[config.mk]
export PLATFORM = sky130hd
export DESIGN_NAME = quadratic_root_chebyshev_top_flat
export DESIGN_NICKNAME = d
export VERILOG_FILES = /design/src/hdl/qrc_pkg.sv /design/src/hdl/qrc_ifs.sv /design/src/hdl/quadratic_root_chebyshev_top.sv /design/src/hdl/qrc_mul.sv /design/src/hdl/qrc_div.sv /design/src/flat_wrapper.sv
export VERILOG_INCLUDE_DIRS = /design/src /design/src/hdl
export SDC_FILE = /design/constraint.sdc
export NUM_CORES = 2
export LEC_CHECK = 0
export ABC_CLOCK_PERIOD_IN_PS = 17900
export BUFFER_PORTS_ARGS = -buffer_cell sky130_fd_sc_hd__buf_2
export CORE_UTILIZATION = 60
export CTS_CLUSTER_SIZE = 16
export DETAILED_ROUTE_END_ITERATION = 10
export PLACE_DENSITY = 0.86
export SYNTH_ARGS = -nofsm -noshare
export SYNTH_HDL_FRONTEND = slang
export SYNTH_HIERARCHICAL = 1
export SYNTH_SLANG_ARGS = --single-unit
[constraint.sdc]
create_clock -name clk -period 17.9 [get_ports clk]
set_input_delay 2.685 -clock clk [delete_from_list [all_inputs] [get_ports clk]]
set_output_delay 2.685 -clock clk [all_outputs]
set_load 0.02 [all_outputs]
[src/hdl/quadratic_root_chebyshev_top_defines.svh]
// Assertion macros for the quadratic root Chebyshev block.
// Included by the top level, which holds the block's concurrent assertions.
`ifndef QUADRATIC_ROOT_CHEBYSHEV_TOP_DEFINES_SVH
`define QUADRATIC_ROOT_CHEBYSHEV_TOP_DEFINES_SVH

// Same-cycle implication, disabled during reset.
`define QRC_ASSERT_IMPLY(lbl, clk, rst, ante, cons) \
  lbl: assert property (@(posedge clk) disable iff (rst) (ante) |-> (cons)) \
    else $error("qrc: same-cycle check failed");

// Next-cycle implication, disabled during reset.
`define QRC_ASSERT_NEXT(lbl, clk, rst, ante, cons) \
  lbl: assert property (@(posedge clk) disable iff (rst) (ante) |=> (cons)) \
    else $error("qrc: next-cycle check failed");

`endif

[src/hdl/qrc_pkg.sv]
`timescale 1ns / 1ps
// Shared types, constants and saturation helpers for the quadratic root Chebyshev block.
// No dependencies; the interfaces, multiplier, divider, top level and testbench all use it.
package qrc_pkg;

  localparam int FRACTION_BITS_DEF = 16;
  localparam int WORD_W            = 32;
  localparam int PROD_W            = 64;
  localparam int DIVISOR_W         = 33;
  localparam int TOL_W             = 17;
  localparam int ITER_W            = 8;
  localparam int CFG_INDEX_W       = 8;
  localparam int CFG_DATA_W        = 32;
  localparam int DIV_STEPS         = PROD_W;

  localparam logic [TOL_W-1:0]  TOL_RESET      = 17'd7;
  localparam logic [ITER_W-1:0] MAX_ITER_RESET = 8'd64;

  localparam logic [CFG_INDEX_W-1:0] REG_TOLERANCE = 8'd0;
  localparam logic [CFG_INDEX_W-1:0] REG_MAX_ITER  = 8'd1;

  localparam logic signed [PROD_W-1:0] S32_MAX_W = 64'sd2147483647;
  localparam logic signed [PROD_W-1:0] S32_MIN_W = -64'sd2147483648;
  localparam logic signed [WORD_W-1:0] S32_MAX   = 32'sh7FFFFFFF;
  localparam logic signed [WORD_W-1:0] S32_MIN   = 32'sh80000000;

  typedef enum logic [1:0] {
    ST_CONVERGED  = 2'd0,
    ST_UNCHANGED  = 2'd1,
    ST_ZERO_DERIV = 2'd2,
    ST_LIMIT      = 2'd3
  } status_t;

  typedef enum logic [3:0] {
    S_IDLE,
    S_MUL_AX,
    S_MUL_BX,
    S_MUL_AXX,
    S_CAP_AXX,
    S_SUM,
    S_TEST,
    S_DIV_Q,
    S_MUL_Q2,
    S_CAP_Q2,
    S_MUL_T,
    S_DIV_T_GO,
    S_DIV_T,
    S_STEP,
    S_FINISH
  } state_t;

  typedef struct packed {
    logic busy;
    logic done;
  } div_status_t;

  function automatic logic signed [WORD_W-1:0] sat32(input logic signed [PROD_W-1:0] v);
    logic signed [WORD_W-1:0] r;
    if (v > S32_MAX_W) begin
      r = S32_MAX;
    end else if (v < S32_MIN_W) begin
      r = S32_MIN;
    end else begin
      r = v[WORD_W-1:0];
    end
    return r;
  endfunction

endpackage

[src/hdl/qrc_ifs.sv]
`timescale 1ns / 1ps
// Valid/ready channel interfaces for jobs, results and register writes.
// Depends on qrc_pkg for field widths.
interface qrc_job_if;
  logic                                     valid;
  logic                                     ready;
  logic signed [qrc_pkg::WORD_W-1:0]        coefficient_a;
  logic signed [qrc_pkg::WORD_W-1:0]        coefficient_b;
  logic signed [qrc_pkg::WORD_W-1:0]        coefficient_c;
  logic signed [qrc_pkg::WORD_W-1:0]        first_guess;
  modport source (output valid, coefficient_a, coefficient_b, coefficient_c, first_guess,
                  input ready);
  modport sink (input valid, coefficient_a, coefficient_b, coefficient_c, first_guess,
                output ready);
endinterface

interface qrc_result_if;
  logic                                     valid;
  logic                                     ready;
  logic signed [qrc_pkg::WORD_W-1:0]        root;
  logic [qrc_pkg::ITER_W-1:0]               iteration_count;
  logic [1:0]                               status;
  modport source (output valid, root, iteration_count, status, input ready);
  modport sink (input valid, root, iteration_count, status, output ready);
endinterface

interface qrc_cfg_if;
  logic                                     valid;
  logic                                     ready;
  logic [qrc_pkg::CFG_INDEX_W-1:0]          index;
  logic [qrc_pkg::CFG_DATA_W-1:0]           data;
  modport source (output valid, index, data, input ready);
  modport sink (input valid, index, data, output ready);
endinterface

[src/hdl/quadratic_root_chebyshev_top.sv]
`timescale 1ns / 1ps
// Top level of the quadratic root Chebyshev block: sequencer, registers and result stage.
// Depends on qrc_pkg, qrc_ifs, qrc_mul, qrc_div and the assertion macro header.
`include "quadratic_root_chebyshev_top_defines.svh"

// One job finds a root of a*x^2 + b*x + c in signed fixed point by repeated third-order
// Chebyshev steps, starting from the first guess. The block takes one job at a time and
// raises job.ready only between jobs. Every step runs on one registered multiplier and
// one radix-2 divider and makes two divisions. A job ends when an evaluation finds the
// tolerance met, the step limit reached or a zero derivative, or on a step that leaves
// x unchanged. A previous result still waiting to be taken holds the job in its final
// state until it leaves. The finished result sits in an output register, so the next
// job can start while it waits to be taken. Tolerance and the step limit are written
// through the cfg channel, which is always ready.
module quadratic_root_chebyshev_top #(
  parameter int FRACTION_BITS = qrc_pkg::FRACTION_BITS_DEF
) (
  input  logic         clk,
  input  logic         rst,
  qrc_job_if.sink      job,
  qrc_result_if.source result,
  qrc_cfg_if.sink      cfg
);
  import qrc_pkg::*;

  state_t state;
  state_t state_next;

  logic [TOL_W-1:0]  tolerance;
  logic [ITER_W-1:0] max_iter;

  logic signed [WORD_W-1:0] a, b, c, x, f2;
  logic signed [WORD_W-1:0] ax, bx, axx, f, f1, q, q2, t;
  logic [ITER_W-1:0]        count;
  status_t                  fin_status;

  logic signed [WORD_W-1:0] mul_a, mul_b;
  logic signed [PROD_W-1:0] prod;
  logic signed [WORD_W-1:0] prod_scaled;

  logic                        div_start;
  logic signed [PROD_W-1:0]    div_dividend;
  logic signed [DIVISOR_W-1:0] div_divisor;
  div_status_t                 div_stat;
  logic signed [WORD_W-1:0]    div_q;

  logic [WORD_W-1:0]        mag;
  logic                     is_conv, is_limit, is_zero;
  logic signed [WORD_W-1:0] xn;
  logic                     fin_load;

  logic                     res_valid;
  logic signed [WORD_W-1:0] res_root;
  logic [ITER_W-1:0]        res_count;
  status_t                  res_status;

  qrc_mul u_mul (
    .clk  (clk),
    .op_a (mul_a),
    .op_b (mul_b),
    .prod (prod)
  );

  qrc_div u_div (
    .clk      (clk),
    .rst      (rst),
    .start    (div_start),
    .dividend (div_dividend),
    .divisor  (div_divisor),
    .stat     (div_stat),
    .quotient (div_q)
  );

  // Register writes
  assign cfg.ready = 1'b1;

  always_ff @(posedge clk) begin
    if (rst) begin
      tolerance <= TOL_RESET;
      max_iter  <= MAX_ITER_RESET;
    end else if (cfg.valid) begin
      if (cfg.index == REG_TOLERANCE) begin
        tolerance <= cfg.data[TOL_W-1:0];
      end else if (cfg.index == REG_MAX_ITER) begin
        max_iter <= cfg.data[ITER_W-1:0];
      end
    end
  end

  assign prod_scaled = sat32(prod >>> FRACTION_BITS);

  assign mag      = f[WORD_W-1] ? WORD_W'(32'd0 - f) : WORD_W'(f);
  assign is_conv  = mag < WORD_W'(tolerance);
  assign is_limit = count >= max_iter;
  assign is_zero  = f1 == '0;

  assign xn = sat32(PROD_W'(x) - PROD_W'(q) - PROD_W'(t));

  assign fin_load = (state == S_FINISH) && (!res_valid || result.ready);

  always_comb begin
    unique case (state)
      S_MUL_BX: begin
        mul_a = b;
        mul_b = x;
      end
      S_MUL_AXX: begin
        mul_a = ax;
        mul_b = x;
      end
      S_MUL_Q2: begin
        mul_a = q;
        mul_b = q;
      end
      S_MUL_T: begin
        mul_a = q2;
        mul_b = f2;
      end
      default: begin
        mul_a = a;
        mul_b = x;
      end
    endcase
  end

  // The divider serves f/f' scaled up, then the correction term over 2f'.
  always_comb begin
    if (state == S_TEST) begin
      div_dividend = PROD_W'(f) <<< FRACTION_BITS;
      div_divisor  = DIVISOR_W'(f1);
    end else begin
      div_dividend = prod;
      div_divisor  = {f1, 1'b0};
    end
  end

  always_ff @(posedge clk) begin
    if (rst) begin
      state <= S_IDLE;
    end else begin
      state <= state_next;
    end
  end

  always_comb begin
    state_next = state;
    job.ready  = 1'b0;
    div_start  = 1'b0;
    unique case (state)
      S_IDLE: begin
        job.ready = 1'b1;
        if (job.valid) begin
          state_next = S_MUL_AX;
        end
      end
      S_MUL_AX:   state_next = S_MUL_BX;
      S_MUL_BX:   state_next = S_MUL_AXX;
      S_MUL_AXX:  state_next = S_CAP_AXX;
      S_CAP_AXX:  state_next = S_SUM;
      S_SUM:      state_next = S_TEST;
      S_TEST: begin
        if (is_conv || is_limit || is_zero) begin
          state_next = S_FINISH;
        end else begin
          div_start  = 1'b1;
          state_next = S_DIV_Q;
        end
      end
      S_DIV_Q: begin
        if (div_stat.done) begin
          state_next = S_MUL_Q2;
        end
      end
      S_MUL_Q2:   state_next = S_CAP_Q2;
      S_CAP_Q2:   state_next = S_MUL_T;
      S_MUL_T:    state_next = S_DIV_T_GO;
      S_DIV_T_GO: begin
        div_start  = 1'b1;
        state_next = S_DIV_T;
      end
      S_DIV_T: begin
        if (div_stat.done) begin
          state_next = S_STEP;
        end
      end
      S_STEP: begin
        state_next = (xn == x) ? S_FINISH : S_MUL_AX;
      end
      S_FINISH: begin
        if (fin_load) begin
          state_next = S_IDLE;
        end
      end
      default:    state_next = S_IDLE;
    endcase
  end

  always_ff @(posedge clk) begin
    unique case (state)
      S_IDLE: begin
        if (job.valid) begin
          a     <= job.coefficient_a;
          b     <= job.coefficient_b;
          c     <= job.coefficient_c;
          x     <= job.first_guess;
          f2    <= sat32(PROD_W'(job.coefficient_a) <<< 1);
          count <= '0;
        end
      end
      S_MUL_BX:  ax  <= prod_scaled;
      S_MUL_AXX: bx  <= prod_scaled;
      S_CAP_AXX: axx <= prod_scaled;
      S_SUM: begin
        f  <= sat32(PROD_W'(axx) + PROD_W'(bx) + PROD_W'(c));
        f1 <= sat32((PROD_W'(ax) <<< 1) + PROD_W'(b));
      end
      S_TEST: begin
        if (is_conv) begin
          fin_status <= ST_CONVERGED;
        end else if (is_limit) begin
          fin_status <= ST_LIMIT;
        end else begin
          fin_status <= ST_ZERO_DERIV;
        end
      end
      S_DIV_Q: begin
        if (div_stat.done) begin
          q <= div_q;
        end
      end
      S_CAP_Q2:  q2 <= prod_scaled;
      S_DIV_T: begin
        if (div_stat.done) begin
          t <= div_q;
        end
      end
      S_STEP: begin
        if (xn == x) begin
          fin_status <= ST_UNCHANGED;
        end else begin
          x     <= xn;
          count <= count + 1'b1;
        end
      end
      default: begin
      end
    endcase
  end

  // Result register
  always_ff @(posedge clk) begin
    if (rst) begin
      res_valid <= 1'b0;
    end else if (fin_load) begin
      res_valid <= 1'b1;
    end else if (result.ready) begin
      res_valid <= 1'b0;
    end
  end

  always_ff @(posedge clk) begin
    if (fin_load) begin
      res_root   <= x;
      res_count  <= count;
      res_status <= fin_status;
    end
  end

  assign result.valid           = res_valid;
  assign result.root            = res_root;
  assign result.iteration_count = res_count;
  assign result.status          = res_status;

  `QRC_ASSERT_IMPLY(a_div_start_idle, clk, rst, div_start, !div_stat.busy)
  `QRC_ASSERT_NEXT(a_div_wait, clk, rst, (state == S_DIV_Q) && !div_stat.done, state == S_DIV_Q)
  `QRC_ASSERT_IMPLY(a_zero_deriv, clk, rst, fin_load && (fin_status == ST_ZERO_DERIV), f1 == '0)

endmodule

[src/hdl/qrc_mul.sv]
`timescale 1ns / 1ps
// Shared 32x32 signed multiplier with a registered 64-bit product.
// Depends on qrc_pkg for widths.
module qrc_mul (
  input  logic                                clk,
  input  logic signed [qrc_pkg::WORD_W-1:0]   op_a,
  input  logic signed [qrc_pkg::WORD_W-1:0]   op_b,
  output logic signed [qrc_pkg::PROD_W-1:0]   prod
);
  import qrc_pkg::*;

  always_ff @(posedge clk) begin
    prod <= PROD_W'(op_a) * PROD_W'(op_b);
  end

endmodule

[src/hdl/qrc_div.sv]
`timescale 1ns / 1ps
// Shared radix-2 restoring divider, one quotient bit per cycle, truncating toward zero.
// Depends on qrc_pkg; the quotient comes out saturated to 32 signed bits.
module qrc_div (
  input  logic                                 clk,
  input  logic                                 rst,
  input  logic                                 start,
  input  logic signed [qrc_pkg::PROD_W-1:0]    dividend,
  input  logic signed [qrc_pkg::DIVISOR_W-1:0] divisor,
  output qrc_pkg::div_status_t                 stat,
  output logic signed [qrc_pkg::WORD_W-1:0]    quotient
);
  import qrc_pkg::*;

  localparam int STEP_W = $clog2(DIV_STEPS);

  logic                    busy;
  logic                    done;
  logic [STEP_W-1:0]       step;
  logic [DIVISOR_W-1:0]    rem;
  logic [PROD_W-1:0]       quo;
  logic [DIVISOR_W-1:0]    dmag;
  logic                    neg;

  logic [PROD_W-1:0]       dvd_mag;
  logic [DIVISOR_W-1:0]    dvs_mag;
  logic [DIVISOR_W:0]      trial;
  logic [DIVISOR_W:0]      diff;
  logic                    fits;
  logic                    over_pos;
  logic                    over_neg;

  assign dvd_mag = dividend[PROD_W-1] ? PROD_W'(-dividend) : PROD_W'(dividend);
  assign dvs_mag = divisor[DIVISOR_W-1] ? DIVISOR_W'(-divisor) : DIVISOR_W'(divisor);

  assign trial = {rem, quo[PROD_W-1]};
  assign fits  = trial >= {1'b0, dmag};
  assign diff  = trial - {1'b0, dmag};

  always_ff @(posedge clk) begin
    if (rst) begin
      busy <= 1'b0;
      done <= 1'b0;
      step <= '0;
    end else begin
      done <= 1'b0;
      if (start) begin
        busy <= 1'b1;
        step <= '0;
      end else if (busy) begin
        step <= step + 1'b1;
        if (step == STEP_W'(DIV_STEPS - 1)) begin
          busy <= 1'b0;
          done <= 1'b1;
        end
      end
    end
  end

  always_ff @(posedge clk) begin
    if (start) begin
      quo  <= dvd_mag;
      rem  <= '0;
      dmag <= dvs_mag;
      neg  <= dividend[PROD_W-1] ^ divisor[DIVISOR_W-1];
    end else if (busy) begin
      rem <= fits ? diff[DIVISOR_W-1:0] : trial[DIVISOR_W-1:0];
      quo <= {quo[PROD_W-2:0], fits};
    end
  end

  // The magnitude may exceed the 32-bit range; clamp by sign.
  assign over_pos = |quo[PROD_W-1:WORD_W-1];
  assign over_neg = (|quo[PROD_W-1:WORD_W]) | (quo[WORD_W-1] & (|quo[WORD_W-2:0]));

  always_comb begin
    if (neg) begin
      quotient = over_neg ? S32_MIN : WORD_W'(32'd0 - quo[WORD_W-1:0]);
    end else begin
      quotient = over_pos ? S32_MAX : quo[WORD_W-1:0];
    end
  end

  assign stat.busy = busy;
  assign stat.done = done;

endmodule

[src/flat_wrapper.sv]
// flat-port wrapper written by rule: the top's interface ports become plain ports
module quadratic_root_chebyshev_top_flat import qrc_pkg::*;
#(
  parameter int FRACTION_BITS = qrc_pkg::FRACTION_BITS_DEF
)
  (clk, rst, job_valid, job_coefficient_a, job_coefficient_b, job_coefficient_c, job_first_guess, job_ready, result_valid, result_root, result_iteration_count, result_status, result_ready, cfg_valid, cfg_index, cfg_data, cfg_ready);
  qrc_job_if job_i ();
  qrc_result_if result_i ();
  qrc_cfg_if cfg_i ();
  input  logic clk;
  input  logic rst;
  input wire logic [$bits(job_i.valid)-1:0] job_valid;
  input wire logic [$bits(job_i.coefficient_a)-1:0] job_coefficient_a;
  input wire logic [$bits(job_i.coefficient_b)-1:0] job_coefficient_b;
  input wire logic [$bits(job_i.coefficient_c)-1:0] job_coefficient_c;
  input wire logic [$bits(job_i.first_guess)-1:0] job_first_guess;
  output wire logic [$bits(job_i.ready)-1:0] job_ready;
  output wire logic [$bits(result_i.valid)-1:0] result_valid;
  output wire logic [$bits(result_i.root)-1:0] result_root;
  output wire logic [$bits(result_i.iteration_count)-1:0] result_iteration_count;
  output wire logic [$bits(result_i.status)-1:0] result_status;
  input wire logic [$bits(result_i.ready)-1:0] result_ready;
  input wire logic [$bits(cfg_i.valid)-1:0] cfg_valid;
  input wire logic [$bits(cfg_i.index)-1:0] cfg_index;
  input wire logic [$bits(cfg_i.data)-1:0] cfg_data;
  output wire logic [$bits(cfg_i.ready)-1:0] cfg_ready;
  assign job_i.valid = job_valid;
  assign job_i.coefficient_a = job_coefficient_a;
  assign job_i.coefficient_b = job_coefficient_b;
  assign job_i.coefficient_c = job_coefficient_c;
  assign job_i.first_guess = job_first_guess;
  assign job_ready = job_i.ready;
  assign result_valid = result_i.valid;
  assign result_root = result_i.root;
  assign result_iteration_count = result_i.iteration_count;
  assign result_status = result_i.status;
  assign result_i.ready = result_ready;
  assign cfg_i.valid = cfg_valid;
  assign cfg_i.index = cfg_index;
  assign cfg_i.data = cfg_data;
  assign cfg_ready = cfg_i.ready;
  quadratic_root_chebyshev_top #(.FRACTION_BITS(FRACTION_BITS)) u_core (.clk(clk), .rst(rst), .job(job_i), .result(result_i), .cfg(cfg_i));
endmodule
==> summary.md <==
## Worst setup path
- 12.20 ns — Worst EP arrival
- u_core/state[3] — launching point of the worst reg2reg path
- u_core/u_mul/prod[62] — worst r2r dst
- 18.43 ns — Worst EP required
- 48 — Critical Path Fanout Max
- fa_1 — cell with the most instances on the worst path
- fa_1 — slowest stage cell on the critical path
- 1.01 ns — CP peak stage delay
- flop — Critical Path Sink Type
- 32 — depth of the worst register-to-register path
- 6.22 ns — reg2reg setup slack
- flop — nature of the critical path startpoint
- reg2reg — kind of critical path

## Job
- 0 — max-cap check violation count

## Clock network
- 0.06 ns — clock-pin slew of the registers on the worst-case setup and hold paths
- 3 — number of buffers between clock root and the deepest sink
- 0 — number of resized instances in the post-cts repair step
- 701 — TritonCTS sink count
- 0 — CTS Hold Buffers Added
- 71 — CTS Buf Count
- done — TritonCTS clock tree
- clkbuf_16 — Root Buffer Master
- 0 — Post-CTS Repair Setup Buffers
- 0.66 ns — clock latency on the worst-skew pair
- 3 — H-Tree Level Count

## STA
- 11.68 ns — Tmin final
- 0.652 — final clock period utilization by the worst path
- 0 — final count of hold timing violations
- 0.138 — Max-Slew Margin vs Limit
- 1.29 ns — measured slew at the worst slew-check pin
- 0 — max-slew violation total from the final report
- 0 ns — Final TNS setup
- 85.6 MHz — maximum clock frequency
- 0.0528 ns — Worst Skew
- false — RSZ-0062 raised after global routing
- 0 — final number of setup-violating endpoints

## Placement
- 1.02 — Final Wtd Congestion
- 201 — number of port buffers
- 9,818 — Cell Count Post-Placement
- 178 mm — Post-DP HPWL

## Drt
- 10 — detailed-routing iteration count for the pre-antenna-repair pass
- 6,807 — violation count after the first detailed-routing iteration
- 0 — remaining antenna violation count
- 232 mm — wirelength, routed
- 61,200 — total via count after detailed routing
- 6.15 — ratio of routed vias to standard cells
- 23.3 um — routed wire length per instance
- 0 — total DRC errors in the routed layout

## Global routing
- 9 — initial antenna violation count
- 119 — pin count of the biggest net entering global routing
- 0 — Remaining Overflow, GRT
- 0.354 — GRT Util Overall
- 357 mm — first-pass GRT wire length
- 63,700 — via count of the first global-routing pass

## Cells and area
- 7.11% — Area growth, synth to finish
- 9,767 — Filler Cell Count
- 9,954 — final cell count without fillers
- 1,336 x inv_1, 1,149 x fa_1, 985 x nand2_1 — most used cells in the layout excluding fill and tap cells
- 0.0781 — share of final-layout standard cells stronger than drive strength 1
- 9,819 — Net count, final
- inv_1 — leading cell type in the layout, fill and taps excluded

## Hold path
- reg2reg — path class of the lowest-slack min-delay path
- 0 — number of cells on the worst hold path
- u_core/fin_status[0] — launch instance of the worst min-delay path
- u_core/result.status[0] — Hold Crit Endpoint

## Logic synthesis
- 78,200 um2 — summed instance area of the synthesized netlist
- 9.57 um2 — mean post-synth cell area
- 8,165 — synthesized netlist cell count
- 6 — number of warnings reported in the yosys synthesis log
- 9,833 — post-synth net total

## Floorplanning
- 363 um — floorplan die width
- 129,000 um2 — area of the core
- 218 — I/O pin count
- 0.604 — Initial Util
- 132,000 um2 — area enclosed by the die boundary
- 132 — standard-cell rows
- 363 um — Vert. Die Dim

## Run status
- completed — result of the run

flip-flops by register name, summed over array words and instances, names as in the netlist, 17 cells and up:
name                count
u_core/ax              32
u_core/t               32
u_core/axx             32
u_core/f1              32
u_core/result.root     32
u_core/u_div/rem       33
u_core/f               32
u_core/u_div/quo       64
u_core/tolerance       17
u_core/u_mul/prod      64
u_core/bx              32
u_core/q2              32
u_core/x               32
u_core/c               32
u_core/a               32
u_core/u_div/dmag      33
u_core/f2              32
u_core/b               32
u_core/q               32
worst max-delay path: cells and delay by family (launching register included):
family | cells | cell delay, ns
and+or+nand+nor | 4 | 1.30
adders and majority gates | 9 | 5.01
AOI/OAI and AO/OA | 10 | 1.92
buffers and inverters | 9 | 2.53
DFF | 1 | 0.77
per-stage QoR:
stage | instance area [um2] | worst slack, ns | hold WS [ns] | util
after global routing | 83700 | 5.55 | 0.463 | 0.647
after global placement | 81100 | 6.62 | 0.412 | 0.627
after floorplan | 78200 | 8.17 | 0.400 | -
after detailed placement | 81100 | 6.39 | 0.430 | 0.627
final | 83700 | 6.22 | 0.446 | 0.647
after CTS | 83700 | 6.33 | 0.441 | 0.647
final cells by class:
type | count | area [um2] | area share
clock buffer | 79 | 1860 | 0.0222
clock inverter | 48 | 713 | 0.00852
tap | 1742 | 2180 | 0.0260
timing repair buffer | 321 | 1910 | 0.0228
sequential | 701 | 19700 | 0.235
inverter | 1337 | 5020 | 0.0599
antenna | 7 | 17.5 | 0.000209
multi-input combinational | 5719 | 52300 | 0.625
how the worst max path moves through the flow:
stage	to	startpoint	slack, ns	cells after the start
after floorplan	u_core/u_mul/prod[62]	u_core/state[3]	8.17	30
after global placement	u_core/u_mul/prod[62]	u_core/state[3]	6.62	32
after detailed placement	u_core/u_mul/prod[62]	u_core/state[3]	6.39	32
after CTS	u_core/u_mul/prod[62]	u_core/state[3]	6.33	32
after global routing	u_core/u_mul/prod[62]	u_core/state[3]	5.55	32
final	u_core/u_mul/prod[62]	u_core/state[3]	6.22	32
layer usage:
layer / vias to the layer above / track usage / routed length [um]
met4: 2 / 0.259 / 20100
met3: 1048 / 0.0751 / 24600
met2: 3616 / 0.571 / 108000
met5: - / 0 / 7
met1: 30100 / 0.422 / 79500
li1: 26500 / - / -
Power is not shown: default switching activity piles up to over one toggle a cycle in this logic, so the estimate is an artifact.
